### src/oahm_pkg.sv
// Shared widths, codes and constants of the open-address hash map.
package oahm_pkg;

  localparam int FUNC_W     = 2;
  localparam int STATUS_W   = 2;
  localparam int PID_W      = 22;
  localparam int TIME_W     = 40;
  localparam int CFG_W      = 8;
  localparam int HASH_SHIFT = 6;

  localparam int SHIFTED_W  = PID_W + HASH_SHIFT;
  localparam int SEED_W     = ((SHIFTED_W > TIME_W) ? SHIFTED_W : TIME_W) + 1;
  localparam int MOD_BITS   = 4;
  localparam int MOD_STEPS  = (SEED_W + MOD_BITS - 1) / MOD_BITS;
  localparam int SEED_PAD_W = MOD_STEPS * MOD_BITS;
  localparam int MOD_CNT_W  = $clog2(MOD_STEPS);

  localparam logic [CFG_W-1:0] CFG_RESET = 8'd101;

  typedef enum logic [FUNC_W-1:0] {
    FUNC_INSERT = 2'd0,
    FUNC_FIND   = 2'd1,
    FUNC_DELETE = 2'd2
  } func_e;

  typedef enum logic [1:0] {
    ST_EMPTY   = 2'd0,
    ST_LIVE    = 2'd1,
    ST_DELETED = 2'd2
  } slot_state_e;

  typedef enum logic [STATUS_W-1:0] {
    RES_DONE = 2'd0,
    RES_MISS = 2'd1,
    RES_FULL = 2'd2
  } res_status_e;

endpackage

### src/oahm_probe.sv
// Probe sequencer: clearing pass, linear probing, slot update and result register.
module oahm_probe
  import oahm_pkg::*;
#(
  parameter int TABLE_DEPTH = 128,
  parameter int REC_W       = 11
) (
  input  logic                             clk_i,
  input  logic                             rst_ni,
  input  logic [$clog2(TABLE_DEPTH+1)-1:0] size_i,
  input  logic                             s_valid_i,
  output logic                             s_ready_o,
  input  logic [FUNC_W-1:0]                s_func_i,
  input  logic [PID_W-1:0]                 s_pid_i,
  input  logic [TIME_W-1:0]                s_time_i,
  input  logic [REC_W-1:0]                 s_rec_i,
  output logic                             m_valid_o,
  input  logic                             m_ready_i,
  output logic [STATUS_W-1:0]              m_status_o,
  output logic [$clog2(TABLE_DEPTH)-1:0]   m_slot_o,
  output logic [REC_W-1:0]                 m_rec_o,
  input  logic                             mod_done_i,
  input  logic [$clog2(TABLE_DEPTH)-1:0]   mod_rem_i,
  output logic                             mem_we_o,
  output logic [$clog2(TABLE_DEPTH)-1:0]   mem_waddr_o,
  output logic [2+PID_W+TIME_W+REC_W-1:0]  mem_wdata_o,
  output logic                             mem_re_o,
  output logic [$clog2(TABLE_DEPTH)-1:0]   mem_raddr_o,
  input  logic [2+PID_W+TIME_W+REC_W-1:0]  mem_rdata_i
);

  localparam int AW      = $clog2(TABLE_DEPTH);
  localparam int SIZE_W  = $clog2(TABLE_DEPTH + 1);
  localparam int ENTRY_W = 2 + PID_W + TIME_W + REC_W;

  typedef enum logic [2:0] {
    S_CLEAR, S_IDLE, S_HASH, S_READ, S_CHECK, S_FINISH
  } state_e;

  state_e              state_q;
  logic [AW-1:0]       clr_q;
  func_e               op_q;
  logic [PID_W-1:0]    pid_q;
  logic [TIME_W-1:0]   time_q;
  logic [REC_W-1:0]    rec_q;
  logic [AW-1:0]       pos_q;
  logic [SIZE_W-1:0]   cnt_q;
  res_status_e         res_status_q;
  logic [AW-1:0]       res_slot_q;
  logic [REC_W-1:0]    res_rec_q;
  logic                m_valid_q;
  res_status_e         m_status_q;
  logic [AW-1:0]       m_slot_q;
  logic [REC_W-1:0]    m_rec_q;

  slot_state_e         ent_st;
  logic [PID_W-1:0]    ent_pid;
  logic [TIME_W-1:0]   ent_time;
  logic [REC_W-1:0]    ent_rec;
  logic                key_eq;
  logic                last_probe;
  logic [SIZE_W-1:0]   pos_inc;
  logic [AW-1:0]       next_pos;
  logic                chk_stop;
  logic                chk_write;
  slot_state_e         chk_wstate;
  res_status_e         chk_status;
  logic [AW-1:0]       chk_slot;
  logic [REC_W-1:0]    chk_rec;

  assign ent_st   = slot_state_e'(mem_rdata_i[ENTRY_W-1 -: 2]);
  assign ent_pid  = mem_rdata_i[REC_W+TIME_W +: PID_W];
  assign ent_time = mem_rdata_i[REC_W +: TIME_W];
  assign ent_rec  = mem_rdata_i[REC_W-1:0];

  assign key_eq     = (ent_pid == pid_q) && (ent_time == time_q);
  assign last_probe = (cnt_q + SIZE_W'(1)) == size_i;
  assign pos_inc    = SIZE_W'(pos_q) + SIZE_W'(1);
  assign next_pos   = (pos_inc == size_i) ? '0 : pos_inc[AW-1:0];

  always_comb begin
    chk_stop   = 1'b0;
    chk_write  = 1'b0;
    chk_wstate = ST_LIVE;
    chk_status = RES_MISS;
    chk_slot   = '0;
    chk_rec    = '1;
    case (op_q)
      FUNC_INSERT: begin
        if (ent_st != ST_LIVE || key_eq) begin
          chk_stop   = 1'b1;
          chk_write  = 1'b1;
          chk_status = RES_DONE;
          chk_slot   = pos_q;
        end else if (last_probe) begin
          chk_stop   = 1'b1;
          chk_status = RES_FULL;
        end
      end
      FUNC_FIND, FUNC_DELETE: begin
        if (ent_st == ST_EMPTY) begin
          chk_stop = 1'b1;
        end else if (ent_st == ST_LIVE && key_eq) begin
          chk_stop   = 1'b1;
          chk_write  = (op_q == FUNC_DELETE);
          chk_wstate = ST_DELETED;
          chk_status = RES_DONE;
          chk_slot   = pos_q;
          chk_rec    = ent_rec;
        end else if (last_probe) begin
          chk_stop = 1'b1;
        end
      end
      default: begin
        chk_stop = 1'b1;
      end
    endcase
  end

  always_comb begin
    mem_we_o    = 1'b0;
    mem_waddr_o = pos_q;
    mem_wdata_o = {ST_LIVE, pid_q, time_q, rec_q};
    mem_re_o    = 1'b0;
    mem_raddr_o = pos_q;
    unique case (state_q)
      S_CLEAR: begin
        mem_we_o    = 1'b1;
        mem_waddr_o = clr_q;
        mem_wdata_o = {ST_EMPTY, {(ENTRY_W-2){1'b0}}};
      end
      S_READ: begin
        mem_re_o = 1'b1;
      end
      S_CHECK: begin
        mem_we_o = chk_write;
        if (chk_wstate == ST_DELETED) begin
          mem_wdata_o = {ST_DELETED, mem_rdata_i[ENTRY_W-3:0]};
        end
      end
      default: begin
        mem_we_o = 1'b0;
      end
    endcase
  end

  assign s_ready_o  = (state_q == S_IDLE);
  assign m_valid_o  = m_valid_q;
  assign m_status_o = m_status_q;
  assign m_slot_o   = m_slot_q;
  assign m_rec_o    = m_rec_q;

  always_ff @(posedge clk_i or negedge rst_ni) begin
    if (!rst_ni) begin
      state_q      <= S_CLEAR;
      clr_q        <= '0;
      op_q         <= FUNC_FIND;
      pid_q        <= '0;
      time_q       <= '0;
      rec_q        <= '0;
      pos_q        <= '0;
      cnt_q        <= '0;
      res_status_q <= RES_MISS;
      res_slot_q   <= '0;
      res_rec_q    <= '1;
      m_valid_q    <= 1'b0;
      m_status_q   <= RES_MISS;
      m_slot_q     <= '0;
      m_rec_q      <= '1;
    end else begin
      if (m_valid_q && m_ready_i && state_q != S_FINISH) begin
        m_valid_q <= 1'b0;
      end
      unique case (state_q)
        S_CLEAR: begin
          clr_q <= clr_q + AW'(1);
          if (clr_q == AW'(TABLE_DEPTH - 1)) begin
            state_q <= S_IDLE;
          end
        end
        S_IDLE: begin
          if (s_valid_i) begin
            pid_q  <= s_pid_i;
            time_q <= s_time_i;
            rec_q  <= s_rec_i;
            case (s_func_i) inside
              FUNC_INSERT, FUNC_FIND, FUNC_DELETE: begin
                op_q    <= func_e'(s_func_i);
                state_q <= S_HASH;
              end
              default: begin
                res_status_q <= RES_MISS;
                res_slot_q   <= '0;
                res_rec_q    <= '1;
                state_q      <= S_FINISH;
              end
            endcase
          end
        end
        S_HASH: begin
          if (mod_done_i) begin
            pos_q   <= mod_rem_i;
            cnt_q   <= '0;
            state_q <= S_READ;
          end
        end
        S_READ: begin
          state_q <= S_CHECK;
        end
        S_CHECK: begin
          if (chk_stop) begin
            res_status_q <= chk_status;
            res_slot_q   <= chk_slot;
            res_rec_q    <= chk_rec;
            state_q      <= S_FINISH;
          end else begin
            pos_q   <= next_pos;
            cnt_q   <= cnt_q + SIZE_W'(1);
            state_q <= S_READ;
          end
        end
        S_FINISH: begin
          if (!m_valid_q || m_ready_i) begin
            m_valid_q  <= 1'b1;
            m_status_q <= res_status_q;
            m_slot_q   <= res_slot_q;
            m_rec_q    <= res_rec_q;
            state_q    <= S_IDLE;
          end
        end
        default: begin
          state_q <= S_IDLE;
        end
      endcase
    end
  end

`ifndef ASSERT_OFF
  a_no_write_idle: assert property (@(posedge clk_i) disable iff (!rst_ni)
    state_q == S_IDLE |-> !mem_we_o)
    else $error("slot memory written while idle");

  a_mod_done_in_hash: assert property (@(posedge clk_i) disable iff (!rst_ni)
    mod_done_i |-> state_q == S_HASH)
    else $error("remainder finished outside hash wait");

  a_probe_bound: assert property (@(posedge clk_i) disable iff (!rst_ni)
    state_q == S_CHECK |-> cnt_q < size_i)
    else $error("probe count reached table size");

  a_no_result_clear: assert property (@(posedge clk_i) disable iff (!rst_ni)
    state_q == S_CLEAR |-> !m_valid_q && !s_ready_o)
    else $error("activity during clearing pass");
`endif

endmodule

### config.mk
export PLATFORM = sky130hd
export DESIGN_NAME = oahm_probe
export DESIGN_NICKNAME = d
export VERILOG_FILES = /design/src/oahm_pkg.sv /design/src/oahm_probe.sv
export SDC_FILE = /design/constraint.sdc
export NUM_CORES = 1
export LEC_CHECK = 0
export BUFFER_PORTS_ARGS = -buffer_cell sky130_fd_sc_hd__buf_2
export CORE_MARGIN = 8
export CORE_UTILIZATION = 30
export DETAILED_ROUTE_END_ITERATION = 7
export GPL_ROUTABILITY_DRIVEN = 0
export MAX_ROUTING_LAYER = met4
export PLACE_DENSITY = 0.53
export SYNTH_ARGS = -nofsm -noshare
export SYNTH_HDL_FRONTEND = slang
export SYNTH_SLANG_ARGS = --single-unit
### constraint.sdc
create_clock -name clk_i -period 4.5 [get_ports clk_i]
set_input_delay 1.35 -clock clk_i [delete_from_list [all_inputs] [get_ports clk_i]]
set_output_delay 1.35 -clock clk_i [all_outputs]
set_load 0.1 [all_outputs]
==> results.cfg <==
[run_status]
status = finished, violations left
violations = negative setup slack

[die]
core_area_um2 = 25800
fp.dieH_um = 177
ios = 283
die_x_um = 177
die_area_um2 = 31500
rows = 59
start_util_pct = 30.3

[cts]
numCtsBuffers = 17
clk_latency_ns = 0.42
cts_sinks = 141
root_buffer = clkbuf_16
cts.htree.levels = 4
clk_pin_slew_ns = 0.06
clockBufferDepth = 2
tritoncts = done

[yosys]
ys_seq_elements = 141
async_flop_share_pct = 100
synth_edf_count = 0
syn_area_per_cell_um2 = 9.51
netlist_instances = 822
ys_seq_area_share_pct = 45.5
synthDistinctLibCells = 57
synthFlopType = dfrtp_1
yosysWarnings = 0
synth.cell_area_um2 = 7820
synth_nets = 998

[sta]
period_share_pct = 111
slew_viol_final = 0
finalSetupViolCount = 76
grt_setup_unrepaired = yes
worstMarginPinSlew_ns = 0.717
whs_ns = 0.480
hold_viol_final = 0
clock_skew_ns = 0.0144
fin_ws_ns = -0.473
fin_crit_ns = 4.97
slew-limit-headroom_pct = 52.2
max_clock_freq_mhz = 201

[global_routing]
track_usage_pct = 20.8
grt_pass1_wl_um = 48100
grt.overflow.total = 0
grt_max_degree = 74
antenna_found_initial = 7
first_global_vias = 7660

[detailed_routing]
drtAntennaViolNets = 0
vias = 7566
drcViolationCount = 0
drt_iter0_markers = 472
routed_wl_um = 32400
routedWlPerCell_um = 21.8
via_per_inst = 5.09
dr.pass1.iters = 5

[pwr]
power_switching_w = 0.00563
p_clk_share_pct = 13.4
switching_share_pct = 52.9
p_per_area_nw_per_um2 = 844
seq_power_share_pct = 22.2
p_leak_nw = 5.95
ir_worst_vdd_uv = 500
p_int_w = 0.00501
combinationalPowerShare_pct = 64.3

[worst_setup_path]
worst_setup_path_start_kind = input pin
cp.required_ns = 3.15
regToRegSetupSlack_ns = 1.58
crit_path_end_kind = primary output
path_class = input pin to primary output
arrival_ns = 3.62
timing.critical_path.fanout_max = 15

[place]
dp_hpwl_um = 23500
portBuffers = 282

[run]
drv_cap = 0

[final_layout]
area_growth_pct = 61.4
fin_util_pct = 48.8
drive_above_1_share_pct = 47.6
final_nets = 1307

[worst_hold_path]
worstHoldPathType = flop to flop
-- cells in the mapped netlist (11+ instances only) --
library cell,number,area [um^2]
a21oi_1,11,55.1
a22o_1,85,744
buf_2,15,75.1
clkbuf_1,33,124
dfrtp_1,116,2900
dfstp_2,25,657
inv_1,11,41.3
mux2_2,31,349
nand2_1,244,916
nand4_1,25,156
nor2_1,16,60.1
o21ai_0,11,55.1
o31ai_1,11,82.6
o32a_1,12,120
xnor2_1,77,674
-- state kept, by name, indices dropped and copies added (netlist names), 3 cells and up --
register / cells
clr_q: 7
cnt_q: 8
m_rec_o: 11
m_slot_o: 7
mem_raddr_o: 7
pid_q: 22
rec_q: 11
res_rec_q: 11
res_slot_q: 7
state_q: 3
time_q: 40
-- layer usage --
| metal | GRT usage (%) | part of all wire (%) | up-vias |
|---|---|---|---|
| met1 | 25.9 | 43 | 3720 |
| met4 | 4.72 | 1.4 | 0 |
| met3 | 5.66 | 7.2 | 26 |
| li1 | - | - | 3534 |
| met5 | - | 0 | - |
| met2 | 33.4 | 49 | 286 |
-- worst max-delay path, cell delays in order --
cell and delay (ns):
buf_8 0.11, xnor2_2 0.15, nand4_1 0.25, nor4_4 0.39
nand4_1 0.22, o21ai_1 0.17, buf_4 0.15, nand2_8 0.12
buf_16 0.22, a22o_2 0.31, buf_12 0.18
-- cells by family (layout without fill, tap and decap cells) --
kind of cell	after synthesis	in the layout	synth area share (%)
xor+xnor	87	87	9.84
buf+inv	63	385	3.41
fa+ha+maj	6	6	0.960
compound gates	159	159	16.9
mux	33	33	4.72
flops	141	141	45.5
other cells	0	7	0
simple gates	333	333	18.7
-- area by class of cell --
| class | count | area (um^2) |
|---|---|---|
| inverter | 11 | 41.3 |
| clock inverter | 11 | 87.6 |
| multi-input combinational | 618 | 4660 |
| clock buffer | 21 | 504 |
| tap | 335 | 419 |
| antenna | 7 | 17.5 |
| timing repair buffer | 342 | 3330 |
| fill | 2449 | 13200 |
| sequential | 141 | 3560 |
-- path summary, 6_finish.rpt --
path	start	to	depth (start not counted)
max	mem_rdata_i[25]	mem_wdata_o[62]	11
min in group asynchronous	rst_ni	cnt_q[2]	1
min	rec_q[3]	rec_q[3]	2
min reg2reg	rec_q[3]	rec_q[3]	2
max reg2reg	mem_raddr_o[0]	mem_raddr_o[0]	8
max in group asynchronous	rst_ni	res_rec_q[0]	2
-- per-stage QoR --
stage	setup TNS (ns)	power, W	setup WS [ns]	cell area (um^2)	instances
detailed placement	-61.21	0.00876	-0.868	11200	1434
global route	-38.34	0.0111	-0.549	12600	1486
global placement	-56.40	0.00873	-0.804	11200	1434
CTS	-26.46	0.0106	-0.428	12400	1477
floorplan	-18.68	0.00664	-0.507	8030	822
finish	-32.36	0.0106	-0.473	12600	1486
-- power groups by stage --
| stage | registers, W | clock network [W] | logic, W |
|---|---|---|---|
| after floorplan | 0.00268 | 0 | 0.00395 |
| after global routing | 0.00242 | 0.00152 | 0.00713 |
| after CTS | 0.00234 | 0.00146 | 0.00679 |
| final | 0.00237 | 0.00143 | 0.00685 |
| after detailed placement | 0.00231 | 0 | 0.00645 |
| after global placement | 0.00232 | 0 | 0.00641 |
-- layout by cell type (no fill, tap or decap), types with 12 or more instances in the layout --
cell type and count:
clkbuf_16 21, buf_2 193, buf_4 44, a22o_2 32, a22o_4 42, nand2_1 241, xnor2_1 57, o32a_1 12
mux2_2 31, a22o_1 12, buf_12 78, nand4_1 25, dfrtp_1 116, dfstp_2 25, xnor2_2 17, nor2_1 15
buf_6 15
-- what timing repair did --
action	CTS	global route
setup endpoints to repair	76	76
gates resized for setup	68	29
pin swaps	16	12
gates cloned	7	1
hold buffers	0	0
buffers inserted	5	2
Note: power is estimated with default switching activity, not from simulation.
