$ cat config.mk
export PLATFORM = sky130hd
export DESIGN_NAME = oahm_mod_unit
export DESIGN_NICKNAME = d
export VERILOG_FILES = /design/src/oahm_pkg.sv /design/src/oahm_mod_unit.sv
export SDC_FILE = /design/constraint.sdc
export NUM_CORES = 1
export LEC_CHECK = 0
export BUFFER_PORTS_ARGS = -buffer_cell sky130_fd_sc_hd__buf_2
export CORE_AREA = 2 2 90 92
export DETAILED_ROUTE_END_ITERATION = 10
export DIE_AREA = 0 0 92 94
export PLACE_DENSITY_LB_ADDON = 0.2
export SLEW_MARGIN = 0
export SYNTH_ARGS = -nofsm -noshare
export SYNTH_HDL_FRONTEND = slang
export SYNTH_SLANG_ARGS = --single-unit
$ cat constraint.sdc
create_clock -name clk_i -period 15.35 [get_ports clk_i]
set_clock_uncertainty 0.05 [all_clocks]
set_input_delay 3.07 -clock clk_i [delete_from_list [all_inputs] [get_ports clk_i]]
set_output_delay 3.07 -clock clk_i [all_outputs]
set_load 0.02 [all_outputs]
$ cat src/oahm_pkg.sv
// Shared widths, codes and constants of the open-address hash map.
package oahm_pkg;

  localparam int FUNC_W     = 2;
  localparam int STATUS_W   = 2;
  localparam int PID_W      = 22;
  localparam int TIME_W     = 40;
  localparam int CFG_W      = 8;
  localparam int HASH_SHIFT = 6;

  localparam int SHIFTED_W  = PID_W + HASH_SHIFT;
  localparam int SEED_W     = ((SHIFTED_W > TIME_W) ? SHIFTED_W : TIME_W) + 1;
  localparam int MOD_BITS   = 4;
  localparam int MOD_STEPS  = (SEED_W + MOD_BITS - 1) / MOD_BITS;
  localparam int SEED_PAD_W = MOD_STEPS * MOD_BITS;
  localparam int MOD_CNT_W  = $clog2(MOD_STEPS);

  localparam logic [CFG_W-1:0] CFG_RESET = 8'd101;

  typedef enum logic [FUNC_W-1:0] {
    FUNC_INSERT = 2'd0,
    FUNC_FIND   = 2'd1,
    FUNC_DELETE = 2'd2
  } func_e;

  typedef enum logic [1:0] {
    ST_EMPTY   = 2'd0,
    ST_LIVE    = 2'd1,
    ST_DELETED = 2'd2
  } slot_state_e;

  typedef enum logic [STATUS_W-1:0] {
    RES_DONE = 2'd0,
    RES_MISS = 2'd1,
    RES_FULL = 2'd2
  } res_status_e;

endpackage

$ cat src/oahm_mod_unit.sv
// Iterative remainder unit: hash seed modulo the table size, four bits a cycle.
module oahm_mod_unit
  import oahm_pkg::*;
#(
  parameter int TABLE_DEPTH = 128
) (
  input  logic                             clk_i,
  input  logic                             rst_ni,
  input  logic                             start_i,
  input  logic [SEED_W-1:0]                seed_i,
  input  logic [$clog2(TABLE_DEPTH+1)-1:0] size_i,
  output logic                             done_o,
  output logic [$clog2(TABLE_DEPTH)-1:0]   rem_o
);

  localparam int AW     = $clog2(TABLE_DEPTH);
  localparam int SIZE_W = $clog2(TABLE_DEPTH + 1);
  localparam int RW     = SIZE_W + 1;

  logic                  busy_q;
  logic [MOD_CNT_W-1:0]  cnt_q;
  logic [SEED_PAD_W-1:0] seed_q, seed_d;
  logic [RW-1:0]         r_q, r_d;

  always_comb begin
    r_d    = r_q;
    seed_d = seed_q;
    for (int k = 0; k < MOD_BITS; k++) begin
      r_d    = {r_d[RW-2:0], seed_d[SEED_PAD_W-1]};
      seed_d = seed_d << 1;
      if (r_d >= RW'(size_i)) begin
        r_d = r_d - RW'(size_i);
      end
    end
  end

  assign done_o = busy_q && (cnt_q == MOD_CNT_W'(MOD_STEPS - 1));
  assign rem_o  = r_d[AW-1:0];

  always_ff @(posedge clk_i or negedge rst_ni) begin
    if (!rst_ni) begin
      busy_q <= 1'b0;
      cnt_q  <= '0;
      seed_q <= '0;
      r_q    <= '0;
    end else if (start_i) begin
      busy_q <= 1'b1;
      cnt_q  <= '0;
      seed_q <= SEED_PAD_W'(seed_i);
      r_q    <= '0;
    end else if (busy_q) begin
      seed_q <= seed_d;
      r_q    <= r_d;
      cnt_q  <= cnt_q + MOD_CNT_W'(1);
      if (done_o) begin
        busy_q <= 1'b0;
      end
    end
  end

endmodule

==> impl_results.md, run 1 <==
* Worst-Margin Slew at 1.003 ns
* Crit path DAT at 11.19 ns
* Post-synthesis cell type count at 54
* Nets at 605
* Dpl hpwl at 7247 um
* Endpoints failing setup at 0
* GR peak layer: met2
* Max-cap violation count at 0
* Crit-path max cell delay at 0.39 ns
* # fillers at 698
* Clock root buffer: clkbuf_8
* Min Tclk post-route at 14.31 ns
* CP most frequent cell: o21ai_1
* H-tree levels at 3
* Remaining DRCs at 0
* Avg Vias per Cell at 5.588
* Worst reg-to-reg setup slack at 6.83 ns
* Max stage delay cell, worst path: o21ai_1
* Clock Latency Late Sink at 0.33 ns
* Setup TNS at 0 ns
* Worst setup path category: primary input to output pin
* Most frequent cell after synthesis: dfrtp_1
* Slew headroom at 33.03%
* Number of global-route vias before repair at 3241
* Row cnt at 32
* Part of the cycle the worst path needs at 93.22%
* Initial DRC Count at 208
* Final worst slack at 1.041 ns
* Most instantiated cells after synthesis: dfrtp_1, nand2_1, o21ai_0
* Worst slack, placed at 1.150 ns
* Die Ht at 94 um
* Clock slew at reported path FFs at 0.07 ns
* RSZ-0062 raised after global routing: false
* Placer Congestion at 0.9361
* Type of origin of the critical path: primary input
* Met2 Usage GRT at 35.54%
* CTS tree: done
* Maximum fanout along the worst path at 11
* Hold Vio Cnt, Final at 0
* DIE WIDTH at 92 um
* Gate Count Post-Synth at 462
* Synthesis Warnings at 0
* CP Data Required Time at 12.23 ns
* Area of the multi-input gates at 2685 um2
* Antenna-violating nets left at 0
* Synth Flop Type: dfrtp_1
* Syn_nets at 552
* Placeable core area at 7607 um2
* Total CTS buffers at 9
* Post-synth EDFFs at 0
* Register area at 1428 um2
* Met3 Use GR at 4.013%
* Largest net degree at the start of global routing at 93
* Clock sinks at 57
* Initial Utilization at 56.43%
* Status: complete, no violations
* Layout cells sized above 1 at 20.42%
* Routed wire per std cell at 15.54 um
* First-pass GRT wire length at 15840 um
* Antenna violations before repair at 0
* Via count at 3470
* Post-cts sizing count at 0
* Area grow syn2layout at 12.33%
* Synth top area cells: dfrtp_1, mux2i_1, ha_1
* I/O Pins at 60
* CP endpoint kind: output pin
* Mean post-synth cell area at 9.292 um2
* Hold_buf cts at 0
* GRT Overall Usage at 23.27%
* Slew Limit Fails at 0
* First drt pass iteration count at 5
* Die Area at 8648 um2
* Seq cells post-synth at 57
* Asr flop ratio synth at 100.0%
* Synth area leader: dfrtp_1
* Routed wire length at 9650 um
* Type of the worst min-delay path: flip-flop to flip-flop
* Synth top area share at 33.23%
* Cell Area, Synth at 4293 um2
* Fmax at 69.89 MHz
* Core Util, Final at 63.39%
* Number of setup buffers added after CTS at 0
* Met1 usage at 35.04%
* PortBufs at 59
* CTS Buffer Depth at 2
* Remaining Overflow, GRT at 0
* Proportion of synthesized chip area in sequential cells at 33.23%
* ANT cells at 0
[stage by stage]
| step | cells | cell area, um2 | hold WS, ns |
|---|---|---|---|
| after floorplan | 462 | 4293 | 0.4363 |
| after global placement | 606 | 4652 | 0.4543 |
| after detailed placement | 606 | 4652 | 0.4640 |
| after CTS | 621 | 4822 | 0.4805 |
| after global routing | 621 | 4822 | 0.5188 |
| final | 621 | 4822 | 0.4790 |
[state kept, by name (all words and copies together) (netlist names)]
name	flops
cnt_q	4
busy_q	1
r_q	8
seed_q	44
[worst max-delay path, delay by kind of cell]
family | cells | cell delay, ns
and+or+nand+nor | 7 | 1.36
buffers and inverters | 4 | 0.52
muxes | 3 | 1.03
AOI/OAI and AO/OA | 18 | 3.85
adders and majority gates | 4 | 1.34
[layout by cell type, fill, tap and decap left out, types with 4 or more instances in the layout]
master,n
buf_2,59
mux2_2,5
nand3_1,4
inv_1,23
mux2i_1,45
nor2_1,26
nand2_1,53
nand2b_1,8
xor2_1,7
nand4_1,4
a21oi_1,18
o21ai_1,8
o211a_1,6
fa_1,4
a211oi_1,4
clkbuf_8,10
xnor2_1,15
o21a_1,6
nor2b_1,8
a21o_1,6
nor3_1,5
mux2_4,11
ha_1,34
or2_2,6
o21ai_0,48
dfrtp_1,56
[worst paths after layout]
path	start	endpoint	depth (start not counted)
setup / recovery	size_i[4]	rem_o[2]	36
hold / removal	seed_q[37]$_DFFE_PN0P_	seed_q[41]$_DFFE_PN0P_	2
setup reg to reg	r_q[3]$_DFFE_PN0P_	r_q[3]$_DFFE_PN0P_	34
hold reg to reg	seed_q[37]$_DFFE_PN0P_	seed_q[41]$_DFFE_PN0P_	2
max in group asynchronous	rst_ni	busy_q$_DFF_PN0_	2
min in group asynchronous	rst_ni	r_q[6]$_DFFE_PN0P_	2
[cell families (layout without fill, tap and decap cells)]
group	after synthesis	in the layout	share of synthesized area (%)
adders and majority gates	38	38	11.78
muxes	62	62	15.91
xor gates and xnor gates	22	22	4.489
buffers and inverters	45	102	4.226
and+or+nand+nor	125	125	13.82
DFF	57	57	33.23
AOI/OAI and AO/OA	113	113	16.56
[area by class of cell]
type / instances / area share [%]
timing repair buffer: 62 / 6.591
tap: 102 / 2.647
sequential: 57 / 29.61
inverter: 25 / 1.946
clock inverter: 5 / 0.6746
multi-input combinational: 360 / 55.68
clock buffer: 10 / 2.854
[metal layers]
metal | share of wire [%] | vias to the layer above | routed length, um
met5 | 0 | - | 0
met4 | 0.28 | 0 | 27
met3 | 4.5 | 2 | 432
met2 | 45 | 90 | 4328
met1 | 50 | 1644 | 4861
li1 | - | 1734 | -
Power of run 1 is not shown: default switching activity piles up to over one toggle a cycle in this logic, so the estimate is an artifact.
==> inputs of run 2 (changes only) <==
PLACE_DENSITY_LB_ADDON = 0.1   (was 0.2)
==> impl_results.md, run 2 (synthesized netlist as in run 1, its figures left out) <==
* Status: complete, no violations
* Row cnt at 32
* Clock root buffer: clkbuf_8
* Worst setup path category: primary input to output pin
* Commonest non-fill, non-tap cells in the layout: buf_2, dfrtp_1, nand2_1, o21ai_0, mux2i_1
* Type of the worst min-delay path: flip-flop to flip-flop
* Dpl hpwl at 7210 um
* Routed wire length at 9527 um
* GRT Overall Usage at 23.50%
* CP Data Required Time at 12.23 ns
* CTS tree: done
* Crit path from: size_i[4]
* Die Ht at 94 um
* Clock Latency Late Sink at 0.33 ns
* First drt pass iteration count at 5
* Worst reg-to-reg setup slack at 6.78 ns
* Hold_buf cts at 0
* Remaining DRCs at 0
* Part of the cycle the worst path needs at 93.71%
* Biggest register: seed_q
* I/O Pins at 60
* FF-to-FF End: r_q[2]$_DFFE_PN0P_
* CP endpoint kind: output pin
* Max reg flops at 44
* First-pass GRT wire length at 15890 um
* Initial Utilization at 56.43%
* Max stage delay cell, worst path: mux2_2
* CTS Buffer Depth at 2
* CP endpoint: rem_o[2]
* Slew Limit Fails at 0
* Avg Vias per Cell at 5.559
* Crit path DAT at 11.26 ns
* Via count at 3458
* Hold Vio Cnt, Final at 0
* Layout cells sized above 1 at 20.19%
* Number of global-route vias before repair at 3426
* Number of setup buffers added after CTS at 0
* Placer Congestion at 0.9094
* HP Start: seed_q[43]$_DFFE_PN0P_
* Max-cap violation count at 0
* Type of origin of the critical path: primary input
* Crit-path max cell delay at 0.39 ns
* DIE WIDTH at 92 um
* H-tree levels at 3
* CP most frequent cell: o21ai_1
* Total CTS buffers at 9
* Die Area at 8648 um2
* Min Tclk post-route at 14.38 ns
* Cell count of the worst reg-to-reg path at 34
* Worst-Margin Slew at 1.015 ns
* Area grow syn2layout at 13.00%
* Antenna-violating nets left at 0
* Nets at 605
* Remaining Overflow, GRT at 0
* Clock slew at reported path FFs at 0.06 ns
* RSZ-0062 raised after global routing: false
* Most common cell after layout, fill and taps aside: buf_2
* Initial DRC Count at 149
* ANT cells at 0
* # fillers at 671
* R2R Path Start: r_q[3]$_DFFE_PN0P_
* Placed instance count at 606
* Endpoints failing setup at 0
* Post-DP Area at 4652 um2
* Slew headroom at 32.21%
* Clock sinks at 57
* Maximum fanout along the worst path at 11
* Setup TNS at 0 ns
* Routed wire per std cell at 15.32 um
* Largest net degree at the start of global routing at 93
* Final Cell Area at 4851 um2
* Antenna violations before repair at 0
* PortBufs at 59
* Placeable core area at 7607 um2
* Post-route insts no fill at 622
* Largest regs: seed_q (44), r_q (8), cnt_q (4)
* Fmax at 69.52 MHz
* Post-cts sizing count at 0
## run 2: metal layers
metal,global-route usage (%),wire [um]
met1,28.92,4163
met2,40.81,4840
met3,4.334,312
met4,9.577,210
met5,0,0
## run 2: metrics by stage
stage	worst slack, ns	hold slack [ns]	utilization, %
floorplan	2.235	0.4363	-
global placement	1.362	0.4561	61.15
detailed placement	1.047	0.4665	61.15
CTS	1.011	0.4843	63.77
global route	0.3761	0.5023	63.77
finish	0.9655	0.4813	63.77
## run 2: worst min path at each step
| stage | slack, ns | depth (start not counted) | endpoint |
|---|---|---|---|
| after global routing | 0.50 | 2 | seed_q[43]$_DFFE_PN0P_ |
| after global placement | 0.46 | 2 | seed_q[43]$_DFFE_PN0P_ |
| final | 0.48 | 2 | seed_q[43]$_DFFE_PN0P_ |
| after CTS | 0.48 | 2 | seed_q[43]$_DFFE_PN0P_ |
| after detailed placement | 0.47 | 2 | seed_q[43]$_DFFE_PN0P_ |
| after floorplan | 0.44 | 2 | seed_q[43]$_DFFE_PN0P_ |
## run 2: final cells by class
cell class / count / area, um2 / area share (%)
clock buffers: 13 / 158.9 / 3.276
multi-input cells: 360 / 2685 / 55.35
inverters: 25 / 93.84 / 1.934
repair buffers: 62 / 317.8 / 6.551
well taps: 102 / 127.6 / 2.631
clock inverters: 3 / 40.04 / 0.8254
flip-flops and latches: 57 / 1428 / 29.43
## run 2: worst max-delay path, delay by kind of cell
family                   cells  cell delay (ns)
AO/OA/AOI/OAI               18             3.85
AND/OR/NAND/NOR              7             1.38
adder cells (fa/ha/maj)      4             1.35
multiplexers                 3             1.04
buffers and inverters        4             0.53
Power of run 2 is left out for the same reason.
==> inputs of run 3 (changes only) <==
clock period = 14.19 ns   (was 15.35 ns; I/O delays follow)
==> impl_results.md, run 3 (synthesized netlist as in run 1, its figures left out) <==
* Remaining Overflow, GRT at 0
* CP endpoint kind: output pin
* RSZ-0062 raised after global routing: false
* Worst setup path category: primary input to output pin
* Row cnt at 32
* Number of global-route vias before repair at 3445
* CP most frequent cell: o21ai_1
* H-tree levels at 3
* Area grow syn2layout at 13.41%
* CTS tree: done
* Endpoints failing setup at 0
* Placed instance count at 606
* CP Data Required Time at 11.30 ns
* Post-route insts no fill at 622
* I/O Pins at 60
* Type of origin of the critical path: primary input
* Hold depth at 2
* Initial DRC Count at 196
* CTS Buffer Depth at 2
* Layout cells sized above 1 at 20.58%
* Clock slew at reported path FFs at 0.06 ns
* Clock sinks at 57
* Remaining DRCs at 0
* FF-to-FF End: r_q[2]$_DFFE_PN0P_
* Cell count of the worst reg-to-reg path at 34
* Status: complete, no violations
* Max reg flops at 44
* Setup TNS at 0 ns
* Largest net degree at the start of global routing at 93
* Placeable core area at 7607 um2
* Clock Latency Late Sink at 0.34 ns
* Slew headroom at 44.69%
* Avg Vias per Cell at 5.605
* Clock root buffer: clkbuf_8
* Worst-Margin Slew at 0.8297 ns
* Worst reg-to-reg setup slack at 5.96 ns
* Routed wire length at 9639 um
* Type of the worst min-delay path: flip-flop to flip-flop
* Routed wire per std cell at 15.50 um
* R2R Path Start: r_q[3]$_DFFE_PN0P_
* Crit path from: size_i[4]
* Largest regs: seed_q (44), r_q (8), cnt_q (4)
* PortBufs at 59
* HP Start: seed_q[38]$_DFFE_PN0P_
* Worst Hold End: seed_q[42]$_DFFE_PN0P_
* Initial Utilization at 56.43%
* Most common cell after layout, fill and taps aside: buf_2
* DIE WIDTH at 92 um
* Max stage delay cell, worst path: mux2_2
* Hold Vio Cnt, Final at 0
* GRT Overall Usage at 23.84%
* Crit-path max cell delay at 0.39 ns
* Commonest non-fill, non-tap cells in the layout: buf_2, dfrtp_1, nand2_1, o21ai_0, mux2i_1
* # fillers at 677
* Biggest register: seed_q
* Via count at 3486
* Max-cap violation count at 0
* ANT cells at 0
* Antenna violations before repair at 0
* Antenna-violating nets left at 0
* Total CTS buffers at 9
* Crit path DAT at 10.70 ns
* First-pass GRT wire length at 16140 um
* Hold_buf cts at 0
* First drt pass iteration count at 4
* Min Tclk post-route at 13.58 ns
* Nets at 605
* Part of the cycle the worst path needs at 95.73%
* Maximum fanout along the worst path at 11
* Dpl hpwl at 7211 um
* Placer Congestion at 0.9091
* Slew Limit Fails at 0
* Fmax at 73.62 MHz
* Die Area at 8648 um2
* Die Ht at 94 um
[run 3: cell counts in the layout (fill, tap and decap cells not counted)]
Identical to the previous run, type by type.
[run 3: stage by stage]
stage                     utilization, %  area, um2  hold slack [ns]  worst slack (ns)
after floorplan                        -       4293           0.4363             1.539
after global placement             61.15       4652           0.4561            0.6652
after detailed placement           61.15       4652           0.4650            0.3765
after CTS                          63.77       4851           0.4807            0.3463
after global routing               64.00       4868           0.4943           0.01567
final                              64.00       4868           0.4795            0.6063
[run 3: worst max path at each step]
stage / endpoint / slack, ns
3_5_place_dp: rem_o[2] / 0.38
3_3_place_gp: rem_o[2] / 0.67
5_1_grt: rem_o[6] / 0.02
4_1_cts: rem_o[2] / 0.35
2_1_floorplan: rem_o[3] / 1.54
6_report: rem_o[2] / 0.61
[run 3: final cells by class]
| class | count | area (um2) | share of cell area (%) |
|---|---|---|---|
| sequential | 57 | 1428 | 29.32 |
| inverter | 25 | 93.84 | 1.928 |
| tap | 102 | 127.6 | 2.621 |
| multi-input combinational | 360 | 2703 | 55.51 |
| clock buffer | 13 | 158.9 | 3.264 |
| timing repair buffer | 62 | 317.8 | 6.528 |
| clock inverter | 3 | 40.04 | 0.8224 |
[run 3: timing repair]
item	4_1_cts	5_1_grt
endpoints found under the setup margin	0	7
buffers inserted	0	0
resized for setup	0	4
[run 3: critical path: cells and delay by family]
kind            cells  cell delay [ns]
compound gates     18             3.58
buf+inv             4             0.51
fa+ha+maj           4             1.33
mux                 3             1.06
simple gates        7             1.35
[run 3: routing by layer]
metal  up-vias  global-route usage (%)  wire length [um]
li1       1740                       -                 -
met1      1633                   29.30              4183
met2        93                   41.48              4843
met3        20                   3.772               366
met4         0                   10.57               246
met5         -                       0                 0
Power of run 3 is left out for the same reason.
